===== src/rtl/cpg_div.sv =====
module cpg_div #(
    parameter int NUM_W = 17,
    parameter int DEN_W = 7
) (
    input  logic             i_clk,
    input  logic             i_rst_n,
    input  logic             i_start,
    input  logic [NUM_W-1:0] i_num,
    input  logic [DEN_W-1:0] i_den,
    output logic             o_done,
    output logic [NUM_W-1:0] o_quo
);

    localparam int CW = $clog2(NUM_W);

    logic             r_busy, r_done;
    logic [CW-1:0]    r_cnt;
    logic [NUM_W-1:0] r_num, r_quo;
    logic [DEN_W-1:0] r_rem, r_den;
    logic [DEN_W:0]   rem_sh;
    logic             q_bit;
    logic [DEN_W-1:0] n_rem;

    always_comb begin
        rem_sh = {r_rem, r_num[NUM_W-1]};
        q_bit  = rem_sh >= {1'b0, r_den};
        n_rem  = q_bit ? DEN_W'(rem_sh - {1'b0, r_den}) : DEN_W'(rem_sh);
    end

    always_ff @(posedge i_clk) begin
        if (!i_rst_n) begin
            r_busy <= 1'b0;
            r_done <= 1'b0;
            r_cnt  <= '0;
        end else begin
            r_done <= 1'b0;
            if (i_start) begin
                r_busy <= 1'b1;
                r_cnt  <= '0;
            end else if (r_busy) begin
                r_cnt <= r_cnt + 1'b1;
                if (r_cnt == CW'(NUM_W - 1)) begin
                    r_busy <= 1'b0;
                    r_done <= 1'b1;
                end
            end
        end
    end

    always_ff @(posedge i_clk) begin
        if (i_start) begin
            r_num <= i_num;
            r_den <= i_den;
            r_rem <= '0;
            r_quo <= '0;
        end else if (r_busy) begin
            r_num <= {r_num[NUM_W-2:0], 1'b0};
            r_rem <= n_rem;
            r_quo <= {r_quo[NUM_W-2:0], q_bit};
        end
    end

    assign o_done = r_done;
    assign o_quo  = r_quo;

endmodule

===== config.mk =====
export PLATFORM = sky130hd
export DESIGN_NAME = cpg_div
export DESIGN_NICKNAME = d
export VERILOG_FILES = /design/src/rtl/cpg_div.sv
export SDC_FILE = /design/constraint.sdc
export NUM_CORES = 1
export LEC_CHECK = 0
export ABC_AREA = 0
export BUFFER_PORTS_ARGS = -buffer_cell sky130_fd_sc_hd__buf_2
export CAP_MARGIN = 5
export CORE_UTILIZATION = 31
export DETAILED_ROUTE_END_ITERATION = 8
export PLACE_DENSITY = 0.53
export SLEW_MARGIN = 40
export SYNTH_ARGS = -nofsm -noshare
export SYNTH_HDL_FRONTEND = slang
export SYNTH_SLANG_ARGS = --single-unit

===== constraint.sdc =====
create_clock -name i_clk -period 2.2 [get_ports i_clk]
set_input_delay 0.22 -clock i_clk [delete_from_list [all_inputs] [get_ports i_clk]]
set_output_delay 0.22 -clock i_clk [all_outputs]
set_load 0.005 [all_outputs]

==> reports/results.ini, run 1 <==
[logic_synthesis]
async_flop_share_pct=0
synth_most_common_cell=nor2_1
yosysWarnings=0
synth_area_per_cell_um2=11.5
synth_ff_type=dfxtp_1
syn_nets=254
synth_area_um2=2490
synth_top_area_cell=edfxtp_1
syn_inst=217
yosys-top-cells-count=32 x nor2_1, 31 x dfxtp_1, 24 x edfxtp_1, 21 x mux2i_1, 16 x mux2_2
ys_ff_latch=55
synth.area.top_cells=edfxtp_1 29%, dfxtp_1 25%, mux2i_1 8.4%
synth_top_area_share_pct=28.9
ys_seq_area_share_pct=53.8
synth-edff-count=24
yosys.cell_types.count=39

[final_layout]
syn_to_final_growth_pct=18.6
diodes=0
drive_gt1_share_pct=30.9
final_area_um2=2960
final_nets=301

[min_path]
hold-path-endpoint=r_den[0]
worstHoldStart=i_den[0]
min_path_cells=1
hp-class=in2reg

[sta]
slew_headroom_pct=56.3
min_period_over_period_pct=94.3
timing.setup.tns_ns=0
drv_slew=0
setup_violations=0
finalHoldViolCount=0
tightestPinTransition_ns=0.656
skew_ns=0.00446
fmax_ghz=0.482
fin_crit_ns=2.08

[run_status]
status=finished clean

[clock_network]
clock-sinks=55
cts.path.max_buffers=2
root_buffer=clkbuf_8
insertion_delay_ns=0.30
cts.htree.levels=2
hold_buffers=0
clk_pin_slew_ns=0.10
cts_buffers=5
cts_tree=done

[placement]
place_hpwl_mm=3.11
gp_congestion=0.711
numPortBuffers=44
place_area_um2=2810

[route]
via_count=1653
drt_pass1_iterations=4
drc_errors=0
post_drt_wl_per_cell_um=12.5
ant_nets=0
wirelength_mm=4.57
drt_iter0_drc=68
vias_per_cell=4.50

[worst_setup_path]
timing.reg2reg.setup_slack_ns=0.12
critPathRequiredTime_ns=2.37
cp_data_arrival_time_ns=2.25
reg2reg_from=r_num[16]
startpoint_type=register
path_max_fanout=6
worstRegToRegCells=9
cp-end-kind=register
rr_endpoint=r_rem[2]
crit_type=reg2reg

[floorplan]
fp.dieH_um=91.7
io_pins=45
core_um2=7770
die_area_um2=8410
initial_utilization_pct=32.1
die_width_um=91.7
row_count=32

[global_routing]
grt_pass1_vias=1600
grt_first_pass_wirelength_mm=7.49
antenna_found_initial=0
gr-total-overflow=0
grt_usage_pct=11.3
grt_max_degree=48

[pwr]
ir_worst_vdd_mv=0.342
leakage_nw=1.23
p_per_area_nw_per_um2=698

[job]
drv_cap=0

-- routing by layer --
layer  global-route usage, %  part of all wire (%)
met1                    14.1                    47
met2                    18.4                    48
met3                    2.90                   3.6
met4                    4.69                   1.9
met5                       0                     0
-- area by class of cell --
type	instances	area, um^2
timing repair buffer	49	259
tap	102	128
multi-input combinational	138	1070
clock inverter	2	13.8
clock buffer	6	93.8
sequential	55	1340
inverter	15	56.3
fill	802	4810
-- worst max path at each step --
stage	slack, ns	to	startpoint	cells after the start
final	0.12	r_rem[2]	r_num[16]	9
after floorplan	0.18	r_rem[2]	r_num[16]	9
after global routing	-0.008	r_rem[2]	r_num[16]	9
after CTS	0.04	r_rem[2]	r_num[16]	9
after detailed placement	0.05	r_rem[2]	r_num[16]	9
after global placement	0.1	r_rem[2]	r_num[16]	9
-- state kept, by name, summed over array words and instances (netlist names) --
signal and cells:
o_done 1, o_quo 17, r_busy 1, r_cnt 5, r_den 7, r_num 17, r_rem 7
-- logic make-up after synthesis --
family / share of synthesized area, %
AND/OR/NAND/NOR: 10.7
flip-flops: 53.8
multiplexers: 15.6
AO/OA/AOI/OAI: 7.82
buffers and inverters: 4.31
adder cells (fa/ha/maj): 5.32
XOR/XNOR: 2.46
-- power breakdown --
group	switching, mW	internal, mW	leakage (nW)
Combinational	0.153	0.140	0.686
Sequential	0.0217	1.13	0.491
Clock	0.328	0.294	0.0563
-- worst max-delay path, cell delays in order (launching register included) --
cell       delay [ns]
edfxtp_1         0.37
inv_1            0.05
ha_1             0.21
fa_2             0.35
nand2b_4         0.15
o2bb2ai_2        0.14
o211ai_2         0.20
buf_6            0.16
mux2i_2          0.22
a211oi_2         0.09
-- repair_timing --
action                                  4_1_cts  5_1_grt
setup buffers                                 0        1
endpoints found under the setup margin        0        5
resized for setup                             0        5
hold endpoints to repair                      0        0
-- cell usage in the layout, fill, tap and decap left out, types with 4 or more instances in the layout --
cell and n:
mux2i_1 20, a21oi_1 6, xor2_1 4, nor3_1 4, ha_1 9, buf_2 45, inv_1 15, edfxtp_1 24
o21ai_0 6, nand2_1 6, clkbuf_8 5, nor2_1 32, dfxtp_1 31, mux2_2 16
-- per-stage QoR --
step | hold slack, ns | utilization (%) | std cells | power (mW) | setup WS, ns
2_1_floorplan | 0.319 | - | 217 | 1.38 | 0.179
3_5_place_dp | 0.400 | 36.2 | 357 | 1.45 | 0.0485
3_3_place_gp | 0.398 | 36.2 | 357 | 1.45 | 0.0956
6_report | 0.0873 | 38.1 | 367 | 2.07 | 0.125
5_1_grt | 0.0688 | 38.1 | 367 | 2.17 | -0.00847
4_1_cts | 0.0770 | 37.6 | 365 | 2.08 | 0.0415
Power figures use the tool's default switching activity.
==> inputs of run 2 (changes only) <==
- ABC_AREA: 0 -> default
- PLACE_DENSITY: 0.53 -> 0.51
- SKIP_LAST_GASP: default -> 1
- clock period: 2.2 -> 2.66 ns (I/O delays scaled with it)
==> reports/results.ini, run 2 (synthesized netlist as in run 1, its figures left out) <==
[placement]
gp_congestion=0.793
place_area_um2=2810
place_hpwl_mm=3.23
preCtsSetupSlack_ns=0.361
numPortBuffers=44

[final_layout]
drive_gt1_share_pct=28.9
final_util_pct=38.0
final_nets=299
final_cell_mix=44 x buf_2, 32 x nor2_1, 31 x dfxtp_1, 24 x edfxtp_1, 21 x mux2i_1
final_common_cell=buf_2
syn_to_final_growth_pct=18.3
final_area_um2=2950
diodes=0

[floorplan]
die_area_um2=8410
fp.dieH_um=91.7
io_pins=45
core_um2=7770
initial_utilization_pct=32.1
row_count=32
die_width_um=91.7

[clock_network]
cts-resized-gates=0
insertion_delay_ns=0.31
cts.path.max_buffers=2
clock-sinks=55
clk_pin_slew_ns=0.10
hold_buffers=0
postCtsSetupBuffers=0
cts.htree.levels=2
cts_buffers=5
cts_tree=done
root_buffer=clkbuf_8

[sta]
skew_ns=0.00904
slew_headroom_pct=55.0
finalHoldViolCount=0
tightestPinTransition_ns=0.674
rsz0062_at_grt=false
setup_violations=0
min_period_over_period_pct=86.5
drv_slew=0
fmax_ghz=0.435
fin_crit_ns=2.30
worst_hold_slack_ns=0.130
timing.setup.tns_ns=0
worst_slack_ns=0.359

[worst_setup_path]
path_max_fanout=8
crit_type=reg2reg
startpoint_type=register
rr_endpoint=r_rem[2]
cp_data_arrival_time_ns=2.49
reg2reg_from=r_num[16]
timing.reg2reg.setup_slack_ns=0.36
critPathRequiredTime_ns=2.85
cp-end-kind=register
worstRegToRegCells=9

[global_routing]
grt_max_degree=48
antenna_found_initial=0
grt_usage_pct=11.5
gr-total-overflow=0
grt_first_pass_wirelength_mm=7.48
grt_pass1_vias=1572

[route]
vias_per_cell=4.55
drt_iter0_drc=60
wirelength_mm=4.60
drt_pass1_iterations=4
ant_nets=0
post_drt_wl_per_cell_um=12.6
via_count=1661
drc_errors=0

[min_path]
worstHoldStart=i_den[4]
min_path_cells=1
hold-path-endpoint=r_den[4]
hp-class=in2reg

[pwr]
leakage_nw=1.22
p_per_area_nw_per_um2=620
ir_worst_vdd_mv=0.290

[job]
drv_cap=0

[run_status]
status=finished clean

run 2: final cells by class:
cell class                      instances  area, um^2
Multi-Input combinational cell        138        1050
Clock inverter                          3        67.6
Clock buffer                            5        68.8
Fill cell                             808        4820
Timing Repair Buffer                   47         243
Sequential cell                        55        1340
Inverter                               15        56.3
Tap cell                              102         128
run 2: critical path, stage by stage (launching register included):
cell and delay (ns):
edfxtp_1 0.36, inv_1 0.05, ha_1 0.21, fa_1 0.40, nand2b_1 0.18, o2bb2ai_1 0.17, o211ai_2 0.27, buf_4 0.22
mux2i_1 0.25, a211oi_2 0.09
run 2: metrics by stage:
| stage | instances | power [mW] |
|---|---|---|
| finish | 365 | 1.83 |
| global placement | 357 | 1.20 |
| CTS | 365 | 1.86 |
| floorplan | 217 | 1.14 |
| detailed placement | 357 | 1.20 |
| global route | 365 | 1.91 |
run 2: how the worst max path moves through the flow:
stage | to | start | cells past startpoint | slack [ns]
final | r_rem[2] | r_num[16] | 9 | 0.36
after global routing | r_rem[2] | r_num[16] | 9 | 0.26
after CTS | r_rem[2] | r_num[16] | 9 | 0.36
after detailed placement | r_rem[2] | r_num[16] | 9 | 0.36
after global placement | r_rem[2] | r_num[16] | 9 | 0.45
after floorplan | r_rem[2] | r_num[16] | 9 | 0.64
run 2: metal layers:
metal | share of wire [%] | track usage [%]
met1 | 50 | 15.1
met2 | 46 | 17.8
met3 | 2.4 | 2.57
met4 | 1.4 | 5.47
met5 | 0 | 0
run 2: power by group:
part | internal [mW] | leakage (nW) | switching, mW
Sequential | 0.934 | 0.491 | 0.0176
Combinational | 0.106 | 0.668 | 0.124
Clock | 0.375 | 0.0644 | 0.273
