<file path="src/rtl/cpg_pkg.sv">
package cpg_pkg;

    localparam int CORDIC_STEPS = 22;
    localparam int XW           = 33;
    localparam int ZW           = 26;
    localparam int QW           = 17;
    localparam int IDX_W        = 6;
    localparam int CNT_W        = 7;
    localparam int SCALE        = 500;

    localparam logic signed [XW-1:0] CORDIC_X0 = XW'(652032874);

    localparam logic [22:0] ATAN_TURNS24 [CORDIC_STEPS] = '{
        23'd2097152, 23'd1238021, 23'd654136, 23'd332050, 23'd166669, 23'd83416,
        23'd41718,   23'd20860,   23'd10430,  23'd5215,   23'd2608,   23'd1304,
        23'd652,     23'd326,     23'd163,    23'd81,     23'd41,     23'd20,
        23'd10,      23'd5,       23'd3,      23'd1
    };

    typedef logic signed [XW-1:0] t_cx;
    typedef logic signed [ZW-1:0] t_cz;
    typedef logic signed [QW-1:0] t_q15;

    typedef struct packed {
        logic [1:0]       quad;
        logic [IDX_W-1:0] index;
        logic             last;
    } t_tag;

    function automatic t_q15 to_q15(input t_cx v);
        logic signed [XW:0] t;
        t_q15               r;
        t = ($signed({v[XW-1], v}) + (XW+1)'(16384)) >>> 15;
        if (t > (XW+1)'(32768)) begin
            r = QW'(32768);
        end else if (t < -(XW+1)'(32768)) begin
            r = -QW'(32768);
        end else begin
            r = QW'(t);
        end
        return r;
    endfunction

endpackage

</file>
<file path="src/rtl/cpg_cell.sv">
module cpg_cell #(
    parameter int STAGE = 0
) (
    input  logic             i_clk,
    input  logic             i_rst_n,
    input  logic             i_en,
    input  logic             i_valid,
    input  cpg_pkg::t_cx     i_x,
    input  cpg_pkg::t_cx     i_y,
    input  cpg_pkg::t_cz     i_z,
    input  cpg_pkg::t_tag    i_tag,
    output logic             o_valid,
    output cpg_pkg::t_cx     o_x,
    output cpg_pkg::t_cx     o_y,
    output cpg_pkg::t_cz     o_z,
    output cpg_pkg::t_tag    o_tag
);

    localparam cpg_pkg::t_cz ATAN = cpg_pkg::ZW'(cpg_pkg::ATAN_TURNS24[STAGE]);

    logic         r_valid;
    cpg_pkg::t_cx r_x, r_y;
    cpg_pkg::t_cz r_z;
    cpg_pkg::t_tag r_tag;
    cpg_pkg::t_cx n_x, n_y;
    cpg_pkg::t_cz n_z;
    cpg_pkg::t_cx dx, dy;

    always_comb begin
        dx = i_y >>> STAGE;
        dy = i_x >>> STAGE;
        if (!i_z[cpg_pkg::ZW-1]) begin
            n_x = i_x - dx;
            n_y = i_y + dy;
            n_z = i_z - ATAN;
        end else begin
            n_x = i_x + dx;
            n_y = i_y - dy;
            n_z = i_z + ATAN;
        end
    end

    always_ff @(posedge i_clk) begin
        if (!i_rst_n) begin
            r_valid <= 1'b0;
        end else if (i_en) begin
            r_valid <= i_valid;
        end
    end

    always_ff @(posedge i_clk) begin
        if (i_en) begin
            r_x   <= n_x;
            r_y   <= n_y;
            r_z   <= n_z;
            r_tag <= i_tag;
        end
    end

    assign o_valid = r_valid;
    assign o_x     = r_x;
    assign o_y     = r_y;
    assign o_z     = r_z;
    assign o_tag   = r_tag;

endmodule

</file>
<file path="config.mk">
export PLATFORM = sky130hd
export DESIGN_NAME = cpg_cell
export DESIGN_NICKNAME = d
export VERILOG_FILES = /design/src/rtl/cpg_pkg.sv /design/src/rtl/cpg_cell.sv
export SDC_FILE = /design/constraint.sdc
export NUM_CORES = 1
export LEC_CHECK = 0
export BUFFER_PORTS_ARGS = -buffer_cell sky130_fd_sc_hd__buf_2
export CORE_MARGIN = 2
export CORE_UTILIZATION = 57
export CTS_BUF_LIST = sky130_fd_sc_hd__clkbuf_8
export CTS_CLUSTER_DIAMETER = 50
export CTS_CLUSTER_SIZE = 28
export DETAILED_ROUTE_END_ITERATION = 12
export GPL_ROUTABILITY_DRIVEN = 0
export GPL_TIMING_DRIVEN = 1
export MAX_ROUTING_LAYER = met4
export PLACE_DENSITY = 0.84
export SLEW_MARGIN = 20
export SYNTH_ARGS = -nofsm -noshare
export SYNTH_HDL_FRONTEND = slang
export SYNTH_SLANG_ARGS = --single-unit
export TNS_END_PERCENT = 5
</file>
<file path="constraint.sdc">
create_clock -name i_clk -period 3.6 [get_ports i_clk]
set_input_delay 0.72 -clock i_clk [delete_from_list [all_inputs] [get_ports i_clk]]
set_output_delay 0.72 -clock i_clk [all_outputs]
set_load 0.005 [all_outputs]
</file>
==> reports/results.tsv, run 1 <==
stage	metric	value	unit
outcome	outcome	completed	
sta	tightest_slew	0.795	ns
hold_path	hp-class	input port to register	
detailed_routing	routed_wl	25.5	mm
layout	nets	1436	
setup_path	cpMaxStageDelayCell	fa_1	
layout	area_delta_synth_final	21.2	%
placed_design	portBuffers	206	
clock_tree	cts-root-buf	clkbuf_8	
grt	antenna_found_initial	0	
sta	min_period_over_period	95.7	%
detailed_routing	drc	0	
synth	synth_top_cell_by_area	edfxtp_1	
clock_tree	post_cts_resized	0	
grt	grt_max_degree	74	
synth	synthesis.nets	1186	
sta	fin_crit	3.45	ns
sta	setup_tns	0	ns
detailed_routing	dr.pass1.iters	8	
detailed_routing	vias_per_cell	6.05	
synth	yosys.area.top_type_share	33.8	%
floorplanning	ios	207	
synth	ys.flop_type	edfxtp_1	
synth	synth_cell_types	77	
run	maxCapViolations	0	
floorplanning	row_count	45	
detailed_routing	route.vias.total	8548	
setup_path	slowest_delay	0.41	ns
synth	synth_area_leaders	edfxtp_1 (34%), ha_1 (15%), a21oi_1 (5.8%)	
detailed_routing	wl_per_cell	18.1	um
placed_design	dp_hpwl	20.3	mm
placed_design	dp.cells	1397	
synth	yosysWarnings	0	
synth	postSynthAreaPerCell	9.15	um2
floorplanning	core_area	15200	um2
setup_path	cp.required	3.75	ns
sta	setup_viol	0	
setup_path	path_class	input port to register	
clock_tree	clock_latency	0.39	ns
detailed_routing	first_iter_violations	1089	
clock_tree	cts_tree	built	
layout	antenna_cells	0	
power_and_ir_drop	power_density	360	nW/um2
sta	holdWs	0.494	ns
power_and_ir_drop	p_leak	4.98	nW
clock_tree	htree_levels	3	
sta	rsz0062_at_grt	no	
setup_path	cp-end-kind	register	
placed_design	dpl_cell_area	10500	um2
sta	skew	0	ns
clock_tree	cts_hold_buf	0	
floorplanning	start_util	58.4	%
sta	fmax	0.290	GHz
power_and_ir_drop	peakVddDrop	0.187	mV
clock_tree	cts_sinks	101	
grt	grt_pass1_wl	39.6	mm
grt	grt_use_total	31.1	%
setup_path	path_common_cell	buf_4	
clock_tree	cts_made_buffers	9	
layout	final_util	70.7	%
setup_path	cp_cell_sequence	buf_2, ha_1, fa_1, nor2b_1, o21ai_0, buf_4, a211oi_2, o2111ai_1, buf_4, a31oi_2, buf_4, a21o_1, a21oi_1, mux2i_1, xnor2_1	
synth	async_flop_share	0	%
setup_path	critical_path_arrival	3.60	ns
placed_design	post-place-ws	-0.174	ns
layout	fin_area	10800	um2
sta	slew_viol_final	0	
floorplanning	dieArea	16600	um2
synth	yosysSeqAreaShare	34.1	%
clock_tree	path_clk_slew	0.11	ns
synth	synth_edf_count	100	
sta	setup_slack	0.153	ns
clock_tree	cts_setup_buffers	0	
synth	synth_area	8880	um2
clock_tree	clockBufferDepth	2	
setup_path	worstPathMaxFanout	4	
synth	ys_ff_latch	101	
sta	hold_viol	0	
power_and_ir_drop	total_power	3.87	mW
layout	final_layout_size_suffix_gt1_share	26.1	%
synth	postSynthCellCount	970	
setup_path	cp-start-kind	input port	
detailed_routing	antenna_left	0	
grt	grt_overflow	0	
grt	grt_pass1_vias	7982	
floorplanning	die_x	129	um
layout	fin_cells	1413	
floorplanning	die_y	129	um
sta	slew_headroom	47.0	%
## area by class of cell
type,count,area [um2]
Sequential cell,101,3020
Tap cell,188,235
Multi-Input combinational cell,725,5290
Inverter,103,387
Clock buffer,9,124
Clock inverter,7,97.6
Fill cell,1150,4450
Timing Repair Buffer,280,1600
## synthesized netlist by cell type (7+ instances only)
| library cell | instances |
|---|---|
| nand3_1 | 13 |
| nand2b_1 | 12 |
| buf_2 | 12 |
| nand2_1 | 43 |
| xor2_1 | 7 |
| mux2i_1 | 21 |
| o21bai_1 | 20 |
| o211ai_1 | 10 |
| inv_1 | 97 |
| o21ai_0 | 59 |
| nor2_1 | 85 |
| a221oi_1 | 8 |
| a211oi_1 | 8 |
| a21o_1 | 19 |
| o31ai_1 | 11 |
| nor2b_1 | 9 |
| nor3_1 | 14 |
| o21a_1 | 10 |
| xnor2_1 | 56 |
| ha_1 | 107 |
| a21oi_1 | 103 |
| clkbuf_1 | 21 |
| edfxtp_1 | 100 |
## final timing paths
path	slack, ns	endpoint	depth (start not counted)	start
hold / removal	0.49	o_tag[7]$_DFFE_PP_	1	i_tag[7]
setup reg to reg	2.99	o_valid$_SDFFE_PN0P_	2	o_valid$_SDFFE_PN0P_
setup / recovery	0.15	o_x[26]$_DFFE_PP_	15	i_x[0]
hold reg to reg	0.55	o_valid$_SDFFE_PN0P_	2	o_valid$_SDFFE_PN0P_
## cell usage in the layout, fill, tap and decap left out, drive strengths merged, types with 20 or more instances in the layout
master and n:
buf 280, ha 107, edfxtp 100, o21bai 20
nor2 85, o21ai 61, nand2 44, xnor2 56
inv 101, mux2i 21, a21oi 103
## critical path: cells and delay by family
kind                     cells  cell delay [ns]
AO/OA/AOI/OAI                6             1.14
adder cells (fa/ha/maj)      2             0.63
buffers and inverters        4             0.62
multiplexers                 1             0.17
AND/OR/NAND/NOR              1             0.16
XOR/XNOR                     1             0.16
## report_power, final
part	leakage, nW	switching (mW)	internal (mW)	total (mW)
combinational	3.88	0.832	0.635	1.47
clock	0.117	0.444	0.397	0.841
sequential	0.987	0.0483	1.51	1.56
total	4.98	1.32	2.54	3.87
## cells by family (layout without fill, tap and decap cells)
logic type / after synthesis / in the layout / synth area share [%]
adders and majority gates: 111 / 111 / 16.0
buffers and inverters: 144 / 399 / 6.38
muxes: 22 / 22 / 2.49
AOI/OAI and AO/OA: 314 / 314 / 23.4
xor gates and xnor gates: 63 / 63 / 6.22
and+or+nand+nor: 215 / 215 / 11.5
DFF: 101 / 101 / 34.1
## flip-flops by register name (all words and copies together) (netlist names)
signal and flops:
o_z 26, o_x 33, o_y 32, o_tag 9
o_valid 1
## layer usage
metal  vias to the layer above  track usage (%)  wire length (um)
li1                       3974                -                 -
met5                         -                -                 0
met1                      3914             38.9             10200
met3                        79             6.86              2670
met4                         0             12.5               818
met2                       581             49.2             11900
No activity file was read; power rests on OpenSTA's default activity.
==> run 2: changes to the inputs <==
--- a/config.mk
+++ b/config.mk
@@ -8,2 +8,3 @@
 export BUFFER_PORTS_ARGS = -buffer_cell sky130_fd_sc_hd__buf_2
+export CORE_ASPECT_RATIO = 1.25
 export CORE_MARGIN = 2
==> constraint.sdc (replaced) <==
create_clock -name i_clk -period 3.6 [get_ports i_clk]
set_input_delay 0.36 -clock i_clk [delete_from_list [all_inputs] [get_ports i_clk]]
set_output_delay 0.36 -clock i_clk [all_outputs]
set_load 0.005 [all_outputs]
==> run 2 against run 1 <==
Compared with the run above:
- total power shrank 5.1%
- clock skew unchanged
- core utilization down 3.9 points
- global-route usage decreased by 1.1 points
- sequential share of layout area grew 1.2 points
- routed wire length decreased by 4.2%
- die area barely moved
- first-iteration DRC count decreased by 5.5%
- critical path depth is 2 lower
- critical path type unchanged
- critical endpoint is now o_x[30]$_DFFE_PP_
- largest power group unchanged
==> reports/results.tsv, run 2 (synthesized netlist as in run 1, its figures left out) <==
stage	metric	value	unit	change
layout	layout_common_cells	buf_2 (205), ha_1 (107), a21oi_1 (103), edfxtp_1 (100), inv_1 (97)		
setup_path	cp-start-kind	input port		
grt	grt_use_total	30.0	%	-1.1 points
placed_design	portBuffers	206		unchanged
layout	n_fill_cell	1326		+15%
layout	final_common_cell	buf_2		
sta	setup_tns	0	ns	unchanged
run	maxCapViolations	0		unchanged
layout	area_delta_synth_final	16.3	%	
detailed_routing	antenna_left	0		unchanged
clock_tree	cts_made_buffers	9		unchanged
floorplanning	dieArea	16600	um2	about the same
clock_tree	cts_tree	built		
grt	grt_max_degree	76		+2.7%
outcome	outcome	completed		
power_and_ir_drop	peakVddDrop	0.180	mV	-3.7%
layout	final_util	66.9	%	-3.9 points
grt	grt_pass1_wl	38.3	mm	-3.3%
grt	grt_pass1_vias	7698		-3.6%
detailed_routing	drc	0		unchanged
sta	slew_viol_final	0		unchanged
layout	nets	1380		-3.9%
clock_tree	cts_setup_buffers	0		unchanged
detailed_routing	routed_wl	24.4	mm	-4.2%
layout	final_layout_size_suffix_gt1_share	22.6	%	-3.5 points
detailed_routing	first_iter_violations	1029		-5.5%
sta	setup_viol	0		unchanged
sta	hold_viol	0		unchanged
detailed_routing	dr.pass1.iters	6		-2
clock_tree	clock_latency	0.38	ns	about the same
setup_path	worstPathMaxFanout	4		unchanged
setup_path	reg2reg_from	o_valid$_SDFFE_PN0P_		
clock_tree	htree_levels	3		unchanged
floorplanning	ios	207		unchanged
placed_design	dp_hpwl	18.6	mm	-8.3%
hold_path	hold_start	i_z[6]		
floorplanning	die_y	144	um	+11%
sta	fmax	0.318	GHz	+9.7%
setup_path	cp-end-kind	register		
grt	grt_overflow	0		unchanged
power_and_ir_drop	power_density	355	nW/um2	-1.2%
setup_path	critical_path_arrival	3.31	ns	-0.29 ns
sta	skew	0	ns	unchanged
floorplanning	start_util	57.5	%	-0.91 points
clock_tree	post_cts_resized	0		unchanged
floorplanning	core_area	15400	um2	+1.6%
power_and_ir_drop	p_leak	4.69	nW	-5.8%
detailed_routing	wl_per_cell	17.7	um	-2.0%
detailed_routing	vias_per_cell	6.02		-0.54%
grt	antenna_found_initial	0		unchanged
sta	rsz0062_at_grt	no		
clock_tree	cts-root-buf	clkbuf_8		
setup_path	crit_path_start	i_x[0]		
layout	largest_register_ff_count	33		unchanged
sta	slew_headroom	46.2	%	-0.79 points
layout	seqCellArea	3020	um2	unchanged
clock_tree	path_clk_slew	0.12	ns	about the same
sta	setup_slack	0.458	ns	+0.305 ns
setup_path	path_class	input port to register		
clock_tree	cts_sinks	101		unchanged
floorplanning	die_x	116	um	-10%
clock_tree	cts_hold_buf	0		unchanged
sta	min_period_over_period	87.3	%	-8.5 points
detailed_routing	route.vias.total	8309		-2.8%
clock_tree	clockBufferDepth	2		unchanged
hold_path	hp-class	input port to register		
setup_path	cp.required	3.77	ns	+0.02 ns
placed_design	post-place-ws	0.187	ns	+0.360 ns
layout	multiInputGateArea	5290	um2	unchanged
floorplanning	row_count	51		+13%
sta	fin_crit	3.14	ns	-0.305 ns
sta	tightest_slew	0.807	ns	+0.0118 ns
layout	antenna_cells	0		unchanged
[run 2: cell types whose count changed in the layout (fill, tap and decap cells not counted)]
cell        change
buf_4          -56
bufinv_16       -2
clkinv_2        -1
clkinv_4        +1
clkinvlp_4      +1
inv_8           +1
[run 2: cell type report]
cell class	instances	area share (%)
flip-flops and latches	101	29.3
well taps	212	2.57
clock inverters	7	0.582
repair buffers	224	11.4
clock buffers	9	1.20
inverters	103	3.74
multi-input cells	725	51.2
[run 2: report_power, final]
group / switching (mW) / total, mW / leakage (nW) / internal, mW
clock network: 0.485 / 0.750 / 0.0951 / 0.265
registers: 0.0400 / 1.55 / 0.987 / 1.51
logic: 0.807 / 1.37 / 3.61 / 0.563
[run 2: path summary, 6_finish.rpt]
kind	cells after the start	endpoint	slack (ns)
max	13	o_x[30]$_DFFE_PP_	0.46
min	1	o_z[6]$_DFFE_PP_	0.13
max reg2reg	2	o_valid$_SDFFE_PN0P_	3.01
min reg2reg	2	o_valid$_SDFFE_PN0P_	0.53
[run 2: metrics by stage]
stage / instances / instance area, um2 / total power [mW] / hold WS, ns
finish: 1381 / 10300 / 3.67 / 0.133
global route: 1381 / 10300 / 3.84 / 0.117
CTS: 1381 / 10300 / 3.66 / 0.117
detailed placement: 1365 / 10100 / 2.92 / 0.514
global placement: 1365 / 10100 / 2.89 / 0.495
floorplan: 970 / 8880 / 2.40 / 0.459
[run 2: metal layers]
layer	global-route usage, %	vias up	share of wire [%]
met4	13.5	0	4.5
li1	-	3864	-
met1	37.0	3808	39
met2	49.4	527	48
met5	-	-	0
met3	3.71	110	8.3
[run 2: critical path, stage by stage]
cell and delay [ns]:
buf_2 0.10, inv_1 0.04, ha_1 0.23, fa_1 0.38, nand2b_1 0.17, a21oi_1 0.31, o21ai_0 0.25, a21oi_1 0.35
o221ai_1 0.31, o21ai_0 0.30, o21ai_0 0.17, a22oi_1 0.24, xnor2_1 0.09
==> run 3: changes to the inputs <==
PLACE_DENSITY = 0.95   (was 0.84)
==> run 3 against run 2 <==
Compared with the run above:
- final cell count about the same
- die area unchanged
- highest routed layer unchanged
- clock power decreased by 1%
- total power increased by 0.12%
- critical path type unchanged
==> reports/results.tsv, run 3 (synthesized netlist as in run 1, its figures left out) <==
stage	metric	value	unit	change
setup_path	path_class	input port to register		
outcome	outcome	completed		
floorplanning	core_area	15400	um2	unchanged
clock_tree	clock_latency	0.38	ns	about the same
setup_path	cp-end-kind	register		
hold_path	hold_depth	1		unchanged
clock_tree	cts_setup_buffers	0		unchanged
power_and_ir_drop	peakVddDrop	0.187	mV	+3.9%
sta	slew_headroom	46.3	%	+0.12 points
floorplanning	die_x	116	um	unchanged
clock_tree	cts_sinks	101		unchanged
floorplanning	die_y	144	um	unchanged
clock_tree	cts_made_buffers	9		unchanged
sta	hold_viol	0		unchanged
clock_tree	post_cts_resized	0		unchanged
power_and_ir_drop	power_density	356	nW/um2	+0.24%
detailed_routing	drc	0		unchanged
grt	grt_pass1_wl	39.2	mm	+2.5%
detailed_routing	route.vias.total	8555		+3.0%
setup_path	reg2reg_from	o_valid$_SDFFE_PN0P_		
detailed_routing	antenna_left	0		unchanged
placed_design	dp_hpwl	19.6	mm	+5.5%
clock_tree	htree_levels	3		unchanged
clock_tree	cts-root-buf	clkbuf_8		
detailed_routing	wl_per_cell	18.5	um	+4.5%
layout	multiInputGateArea	5290	um2	unchanged
floorplanning	dieArea	16600	um2	unchanged
sta	fmax	0.313	GHz	-1.6%
detailed_routing	dr.pass1.iters	7		+1
detailed_routing	routed_wl	25.5	mm	+4.4%
clock_tree	cts_tree	built		
layout	seqCellArea	3020	um2	unchanged
layout	nets	1379		-0.072%
sta	fin_crit	3.19	ns	+0.0507 ns
hold_path	hold_end	o_tag[5]$_DFFE_PP_		
floorplanning	start_util	57.5	%	unchanged
run	maxCapViolations	0		unchanged
placed_design	portBuffers	206		unchanged
layout	final_util	66.8	%	-0.081 points
setup_path	cp-start-kind	input port		
layout	fin_cells	1380		-0.072%
layout	area_delta_synth_final	16.2	%	
clock_tree	path_clk_slew	0.11	ns	about the same
sta	min_period_over_period	88.7	%	+1.4 points
hold_path	hold_start	i_tag[5]		
grt	grt_overflow	0		unchanged
layout	n_fill_cell	1220		-8.0%
setup_path	critical_path_arrival	3.33	ns	+0.02 ns
layout	final_common_cell	buf_2		
grt	antenna_found_initial	0		unchanged
setup_path	cp.required	3.74	ns	-0.03 ns
sta	slew_viol_final	0		unchanged
detailed_routing	vias_per_cell	6.20		+3.0%
sta	setup_viol	0		unchanged
sta	tightest_slew	0.805	ns	-0.00177 ns
layout	antenna_cells	0		unchanged
setup_path	worstPathMaxFanout	10		+6
sta	skew	0	ns	unchanged
sta	rsz0062_at_grt	no		
clock_tree	cts_hold_buf	0		unchanged
detailed_routing	first_iter_violations	1305		+27%
floorplanning	ios	207		unchanged
layout	largest_register_ff_count	33		unchanged
setup_path	r2r_slack	3.00	ns	about the same
setup_path	ff2ff_path_depth	2		unchanged
grt	grt_use_total	30.6	%	+0.52 points
grt	grt_max_degree	62		-18%
floorplanning	row_count	51		unchanged
layout	layout_common_cells	buf_2 (205), ha_1 (107), a21oi_1 (103), edfxtp_1 (100), inv_1 (96)		
clock_tree	clockBufferDepth	2		unchanged
placed_design	dp.cells	1364		-0.073%
sta	setup_tns	0	ns	unchanged
layout	final_layout_size_suffix_gt1_share	22.6	%	about the same
power_and_ir_drop	p_leak	4.69	nW	-0.12%
grt	grt_pass1_vias	8245		+7.1%
setup_path	reg2reg_to	o_valid$_SDFFE_PN0P_		
hold_path	hp-class	input port to register		
## run 3: cell count changes in the layout (fill, tap and decap cells not counted)
cell	before	now
buf_12	1	0
clkinv_2	0	1
clkinv_4	2	1
clkinv_8	0	1
clkinvlp_4	1	0
inv_1	97	96
inv_6	1	3
inv_8	2	1
## run 3: worst max-delay path, stage by stage
cell and delay, ns:
buf_2 0.11, inv_1 0.05, ha_1 0.50, inv_1 0.20, a21oi_1 0.24, o21ai_0 0.17, o21ai_0 0.35, a21oi_1 0.20
a221oi_1 0.63, o21bai_1 0.21, a21oi_1 0.21, xnor2_1 0.10
## run 3: metrics by stage
| stage | total power, mW | hold WS [ns] | worst slack (ns) | area [um2] |
|---|---|---|---|---|
| 2_1_floorplan | 2.40 | 0.459 | 0.794 | 8880 |
| 3_3_place_gp | 2.87 | 0.496 | 0.228 | 10100 |
| 3_5_place_dp | 2.92 | 0.510 | 0.181 | 10100 |
| 4_1_cts | 3.65 | 0.134 | 0.585 | 10300 |
| 5_1_grt | 3.84 | 0.124 | 0.372 | 10300 |
| 6_report | 3.67 | 0.142 | 0.408 | 10300 |
## run 3: worst max-delay path by stage
stage / cells after the start / from / end / slack, ns
final: 12 / i_x[8] / o_x[27]$_DFFE_PP_ / 0.41
after global routing: 13 / i_x[0] / o_x[26]$_DFFE_PP_ / 0.37
after CTS: 12 / i_x[0] / o_y[32]$_DFFE_PP_ / 0.58
after detailed placement: 12 / i_x[0] / o_y[32]$_DFFE_PP_ / 0.18
after global placement: 12 / i_x[0] / o_y[32]$_DFFE_PP_ / 0.23
after floorplan: 11 / i_x[0] / o_y[32]$_DFFE_PP_ / 0.79
## run 3: power breakdown
| part | internal [mW] | switching [mW] |
|---|---|---|
| clock network | 0.270 | 0.469 |
| registers | 1.51 | 0.0489 |
| logic | 0.557 | 0.819 |
## run 3: per-layer routing
metal	global-route usage [%]	routed length, um	share of wire [%]
met1	34.6	9390	37
met2	50.5	12200	48
met3	5.02	2330	9.1
met4	18.5	1600	6.3
met5	-	0	0
## run 3: area by class of cell
class	instances	share of cell area, %
clock inverters	7	0.655
well taps	212	2.57
multi-input cells	725	51.3
clock buffers	9	1.20
repair buffers	223	11.3
flip-flops and latches	101	29.3
inverters	103	3.75
